--- src/hw/rtl/sksp_pkg.sv ---
// shared types and constants for the slater-koster s/p block
package sksp_pkg;

  // number of result rows per bond
  localparam int unsigned NumRows = 4;

  // matrix row codes, also carried on the output tuser
  typedef enum logic [1:0] {
    ROW_S  = 2'd0,
    ROW_PX = 2'd1,
    ROW_PY = 2'd2,
    ROW_PZ = 2'd3
  } row_e;

endpackage

--- src/hw/rtl/sksp_front.sv ---
// front part: input beat intake, p-p difference, two-entry bond queue
module sksp_front
  import sksp_pkg::*;
#(
  parameter int unsigned CosW = 16,
  parameter int unsigned IntW = 32,
  parameter int unsigned InW  = 3 * CosW + 5 * IntW,
  parameter int unsigned ItemW = 3 * CosW + 5 * IntW + 1
) (
  input  logic             clk_i,
  input  logic             rst_ni,
  input  logic             in_valid_i,
  output logic             in_ready_o,
  input  logic [InW-1:0]   in_data_i,
  output logic             q_valid_o,
  input  logic             q_pop_i,
  // cos_x, cos_y, cos_z, ss_sigma, sp_sigma_fwd, sp_sigma_rev, pp_pi, d
  output logic [ItemW-1:0] q_item_o
);

  logic signed [IntW-1:0] pp_sigma;
  logic signed [IntW-1:0] pp_pi;
  logic signed [IntW:0]   pp_diff;
  logic [ItemW-1:0]       item_in;
  logic [ItemW-1:0]       mem_q [2];
  logic                   wr_ptr_q, wr_ptr_d;
  logic                   rd_ptr_q, rd_ptr_d;
  logic [1:0]             cnt_q, cnt_d;
  logic                   push;
  logic                   pop;

  // split out the p-p integrals and form sigma minus pi
  assign pp_sigma = in_data_i[3*CosW+4*IntW-1 -: IntW];
  assign pp_pi    = in_data_i[3*CosW+5*IntW-1 -: IntW];
  assign pp_diff  = {pp_sigma[IntW-1], pp_sigma} - {pp_pi[IntW-1], pp_pi};
  assign item_in  = {pp_diff, pp_pi, in_data_i[3*CosW+3*IntW-1:0]};

  // queue control
  assign in_ready_o = (cnt_q != 2'd2);
  assign q_valid_o  = (cnt_q != 2'd0);
  assign push       = in_valid_i && in_ready_o;
  assign pop        = q_pop_i && q_valid_o;
  assign q_item_o   = mem_q[rd_ptr_q];

  always_comb begin
    wr_ptr_d = wr_ptr_q ^ push;
    rd_ptr_d = rd_ptr_q ^ pop;
    cnt_d    = cnt_q + {1'b0, push} - {1'b0, pop};
  end

  always_ff @(posedge clk_i or negedge rst_ni) begin
    if (!rst_ni) begin
      wr_ptr_q <= 1'b0;
      rd_ptr_q <= 1'b0;
      cnt_q    <= 2'd0;
    end else begin
      wr_ptr_q <= wr_ptr_d;
      rd_ptr_q <= rd_ptr_d;
      cnt_q    <= cnt_d;
    end
  end

  // queue storage
  always_ff @(posedge clk_i) begin
    if (push) begin
      mem_q[wr_ptr_q] <= item_in;
    end
  end

endmodule

--- config.mk ---
export PLATFORM = sky130hd
export DESIGN_NAME = sksp_front
export DESIGN_NICKNAME = d
export VERILOG_FILES = /design/src/hw/rtl/sksp_pkg.sv /design/src/hw/rtl/sksp_front.sv
export SDC_FILE = /design/constraint.sdc
export NUM_CORES = 1
export LEC_CHECK = 0
export CAP_MARGIN = 10
export CORE_MARGIN = 3
export CORE_UTILIZATION = 42
export DETAILED_ROUTE_END_ITERATION = 7
export DONT_BUFFER_PORTS = 1
export SLEW_MARGIN = 30
export SYNTH_ARGS = -nofsm -noshare
export SYNTH_HDL_FRONTEND = slang
export SYNTH_SLANG_ARGS = --single-unit
--- constraint.sdc ---
create_clock -name clk_i -period 7.3 [get_ports clk_i]
set_input_delay 1.095 -clock clk_i [delete_from_list [all_inputs] [get_ports clk_i]]
set_output_delay 1.095 -clock clk_i [all_outputs]
set_load 0.005 [all_outputs]
# After elaboration in Yosys (flattened, before gate mapping)

Memories as Yosys holds them, arrays and structs flattened.
Index checks and enable logic that the tools add are counted.

Add/sub/neg operators: 3
Equal/unequal tests: 1
Mux-type cells: 2
Bitwise logic cells: 2
Reductions and logical operators: 3

Operator list:

| cell                                         | count |
|---|---|
| subtractor 32 x 32 -> 33 bit                 | 1 |
| adder 2 x 1 -> 2 bit                         | 1 |
| logical AND 1 bit                            | 2 |
| two-way mux 1 bit                            | 2 |
| inequality test 2 bit, second input constant | 1 |
| nonzero test 2 bit                           | 1 |
| subtractor 2 x 1 -> 2 bit                    | 1 |
| XOR 1 bit                                    | 2 |

Flip-flop bits (word level): 4
Bits in writable memories: 418
Input port bits: 212
Output and inout bits: 211
Memories: 1

Memories:

| name  | depth | width | read ports | clocked after Yosys merged registers in | wr ports | RTL line         | text |
|---|---|---|---|---|---|---|---|
| mem_q | 2     | 209   | 1          | 0                                       | 1        | sksp_front.sv:25 | `logic [ItemW-1:0] mem_q [2];` |

# Logic depth before layout (Yosys ltp)

Depth in word-level cells: 4
Gate-level depth with buffers: 10
Depth with buffers taken out: 10

# Worst setup path after synthesis

Ideal clock, no wire load.

Path kind: in2reg
Start: input port in_valid_i
End: memory mem_q[1][0] (netlist name) (enable)
Setup time: 597 ps
Arrival: 6,048 ps
Required time: 6,703 ps
Slack: 655 ps
Stages: 3
Cell sequence: nand2_1 -> inv_1 -> ha_1

Word-level cells in the longest chain between the ends: 3

Ends and longest elaborated chain:

| what                                    | RTL line         | text |
|---|---|---|
| start: declaration                      | sksp_front.sv:12 | `input logic in_valid_i,` |
| logical AND 1 bit                       | sksp_front.sv:41 | `assign push = in_valid_i && in_ready_o;` |
| two-way mux 1 bit                       | sksp_front.sv:65 | `if (push) begin` |
| two-way mux 1 bit (implied by the code) | sksp_front.sv:66 | `mem_q[wr_ptr_q] <= item_in;` |
| end: declaration                        | sksp_front.sv:25 |  |

Every way passes these cells.

# Final worst setup path

Start: register rd_ptr_q
End: output port q_item_o[109]

Word-level cells in the longest chain between the ends: 1

Ends and longest elaborated chain:

| what                      | RTL line         | text |
|---|---|---|
| start: declaration        | sksp_front.sv:27 | `logic rd_ptr_q, rd_ptr_d;` |
| start signal: assignment  | sksp_front.sv:58 | `rd_ptr_q <= rd_ptr_d;` |
| memory read (2 x 209 bit) | --               |  |
| end: declaration          | sksp_front.sv:18 | `output logic [ItemW-1:0] q_item_o` |

Every way passes these cells.

==> run_results.csv <==
group,metric,value,unit
run_status,run_status,"finished clean",
synth,avgSynthCellArea,17.7,sq um
pwr,ir_drop,242,uV
timing,fin_crit_sh,0.536,
global_routing,grt_usage,0.168,
cts,cts_buffer_depth,3,
synth,ys_types,57,
timing,rsz0062_at_grt,"no",
cts,cts_hold_buf,0,
detailed_routing,viasPerCell,5.37,
final_layout,final_util,0.479,
floorplan,start_util,0.428,
synth,seq_area_frac_synth,0.738,
detailed_routing,vias,8326,
floorplan,die_w,208,um
timing,hold_viol_final,0,
floorplan,die_h,208,um
cts,htree_levels,2,
detailed_routing,final_antenna_net_count,0,
worst_setup_path,startpoint_type,"register",
synth,synth.net_count,1218,
floorplan,fp.coreArea,40000,sq um
synth,syn-instance-count,969,
detailed_routing,drtIter0Drc,456,
worst_hold_path,holdCritPathClass,"input pin to async pin",
pwr,power,7.37,mW
final_layout,multi_input_comb_area,4210,sq um
placement,place_congestion,0.820,
floorplan,io_pins,423,
cts,cts_tree,"done",
timing,fin_crit,3.91,ns
floorplan,die_area,43300,sq um
pwr,p_leak,6.47,nW
global_routing,grt_max_degree,120,
final_layout,drive_gt1_frac,0.277,
detailed_routing,dr.pass1.iters,4,
global_routing,grt_busiest_layer,"met2",
cts,cts_root_buffer,"clkbuf_16",
detailed_routing,wl_per_cell,24.1,um
timing,final.setup_skew,0.0119,ns
placement,portBuffers,0,
synth,synth-warning-count,0,
global_routing,grtUsageMet2,0.270,
floorplan,rows,73,
synth,synth_edf_count,418,
run,drv_cap,0,
timing,slew_violations,0,
timing,fin_ws,3.39,ns
global_routing,antenna_found_initial,3,
synth,async_reset_ff_frac,0.00948,
detailed_routing,wl,37400,um
timing,worst_slew_pin_slew,0.900,ns
timing,setup_violations,0,
final_layout,regArea,12700,sq um
global_routing,grt_use_met3,0.0945,
timing,fmax,256,MHz
global_routing,grt.overflow.total,0,
worst_setup_path,critPathCaptureType,"primary output",
cts,cts_setup_buffers,0,
cts,clkTransAtPathRegs,0.06,ns
synth,ys_ff_latch,422,
timing,setup_tns,0,ns
synth,ys.flop_type,"edfxtp_1",
final_layout,fillers,3382,
global_routing,use_met1,0.195,
pwr,p_per_area,385,nW/um^2
cts,cts_resized,0,
timing,relSlewSlack,0.400,
worst_setup_path,cp.arrival,2.82,ns
final_layout,area_growth,11.8,%
placement,place_hpwl,26000,um
global_routing,grt_pass1_wl,55600,um
worst_setup_path,crit_path_max_fanout,65,
worst_setup_path,cp.required,6.20,ns
final_layout,fin_cells,1551,
placement,numPlacedInstances,1470,
cts,clock_sinks,422,
synth,netlist_area,17100,sq um
cts,numCtsBuffers,44,
cts,clk_latency,0.55,ns
final_layout,layout.nets,1241,
placement,dp_worst_setup_slack,3.58,ns
worst_setup_path,crit_type,"register to primary output",
global_routing,grt_pass1_vias,8640,
detailed_routing,drc,0,
## placed cells by master, fill, tap and decap left out, types with 4 or more instances in the layout
cell	n
clkinv_1	8
nand3_1	4
a31oi_1	6
ha_1	34
xor2_1	9
mux2_2	209
inv_1	48
nand4_1	5
clkbuf_16	44
a21o_1	7
nand2_1	30
o21a_1	9
a21oi_1	32
nor2_1	26
edfxtp_1	418
clkbuf_1	11
xnor2_1	22
a211oi_1	4
clkinv_2	7
o21ai_0	18
## report_power, final
group / switching, mW / internal, mW
Combinational: 1.04 / 0.714
Clock: 0.876 / 1.22
Sequential: 0.175 / 3.35
Total: 2.09 / 5.28
## logic make-up after synthesis
family / Yosys count / synth area share
buffers and inverters: 79 / 0.0179
adder cells (fa/ha/maj): 37 / 0.0274
multiplexers: 209 / 0.137
XOR/XNOR: 31 / 0.0158
flip-flops: 422 / 0.738
AND/OR/NAND/NOR: 86 / 0.0232
AO/OA/AOI/OAI: 105 / 0.0401
## per-stage QoR
step           hold WS (ns)  area [sq um]
2_1_floorplan         0.460         17100
3_3_place_gp          0.480         17800
3_5_place_dp          0.489         17800
4_1_cts               0.184         19100
5_1_grt               0.185         19200
6_report              0.232         19200
## sequential cells by signal (all words and copies together) (netlist names)
register  flops
cnt_q         2
rd_ptr_q      1
mem_q       418
wr_ptr_q      1
## cell type report
cell class              instances  share of cell area
clock buffers                  55              0.0596
clock inverters                23              0.0107
multi-input cells             468               0.219
diodes                          2            0.000261
flip-flops and latches        422               0.660
repair buffers                  8             0.00588
inverters                      48             0.00940
well taps                     525              0.0343
## cell usage after synthesis, drive strengths merged (2+ instances only)
cell,n,share of area
edfxtp,418,0.73
mux2,209,0.14
inv,48,0.011
ha,36,0.026
a21oi,33,0.0099
nand2,30,0.0066
clkbuf,26,0.0058
nor2,26,0.0057
xnor2,22,0.011
o21ai,21,0.0061
o21a,9,0.0039
xor2,9,0.0046
a21o,7,0.0031
a31oi,6,0.0022
buf,5,0.0016
nand4,5,0.0018
a211oi,4,0.0018
dfrtp,4,0.0058
nand3,4,0.0012
a221o,3,0.0018
nand2b,3,0.0011
nor2b,3,0.0011
o21bai,3,0.0013
a21boi,2,0.00088
a311oi,2,0.0014
and2,2,0.00073
and3,2,0.00073
nor3,2,0.00058
o2111ai,2,0.0010
o311ai,2,0.0010
o31ai,2,0.0012
or2,2,0.00073
or3,2,0.00073
## final timing paths
path,start,to,slack (ns),cells past startpoint
max,rd_ptr_q$_DFF_PN0_,q_item_o[109],3.39,3
min,rst_ni,cnt_q[1]$_DFF_PN0_,0.23,0
max reg2reg,cnt_q[1]$_DFF_PN0_,mem_q[0][109]$_DFFE_PP_,5.04,5
min reg2reg,cnt_q[1]$_DFF_PN0_,cnt_q[1]$_DFF_PN0_,0.50,1
max in group asynchronous,rst_ni,rd_ptr_q$_DFF_PN0_,6.99,0
min in group clk_i,cnt_q[1]$_DFF_PN0_,cnt_q[1]$_DFF_PN0_,0.50,1
## critical path: stages (launching register included)
cell and delay (ns):
dfrtp_4 1.02, buf_4 0.46, buf_16 0.29, mux2_2 0.42
## routing by layer
layer	wire length [um]	vias to the layer above
met1	14100	4155
met3	4670	68
li1	-	3787
met4	930	2
met2	17700	314
met5	15	-
Note: power is estimated with default switching activity, not from simulation.
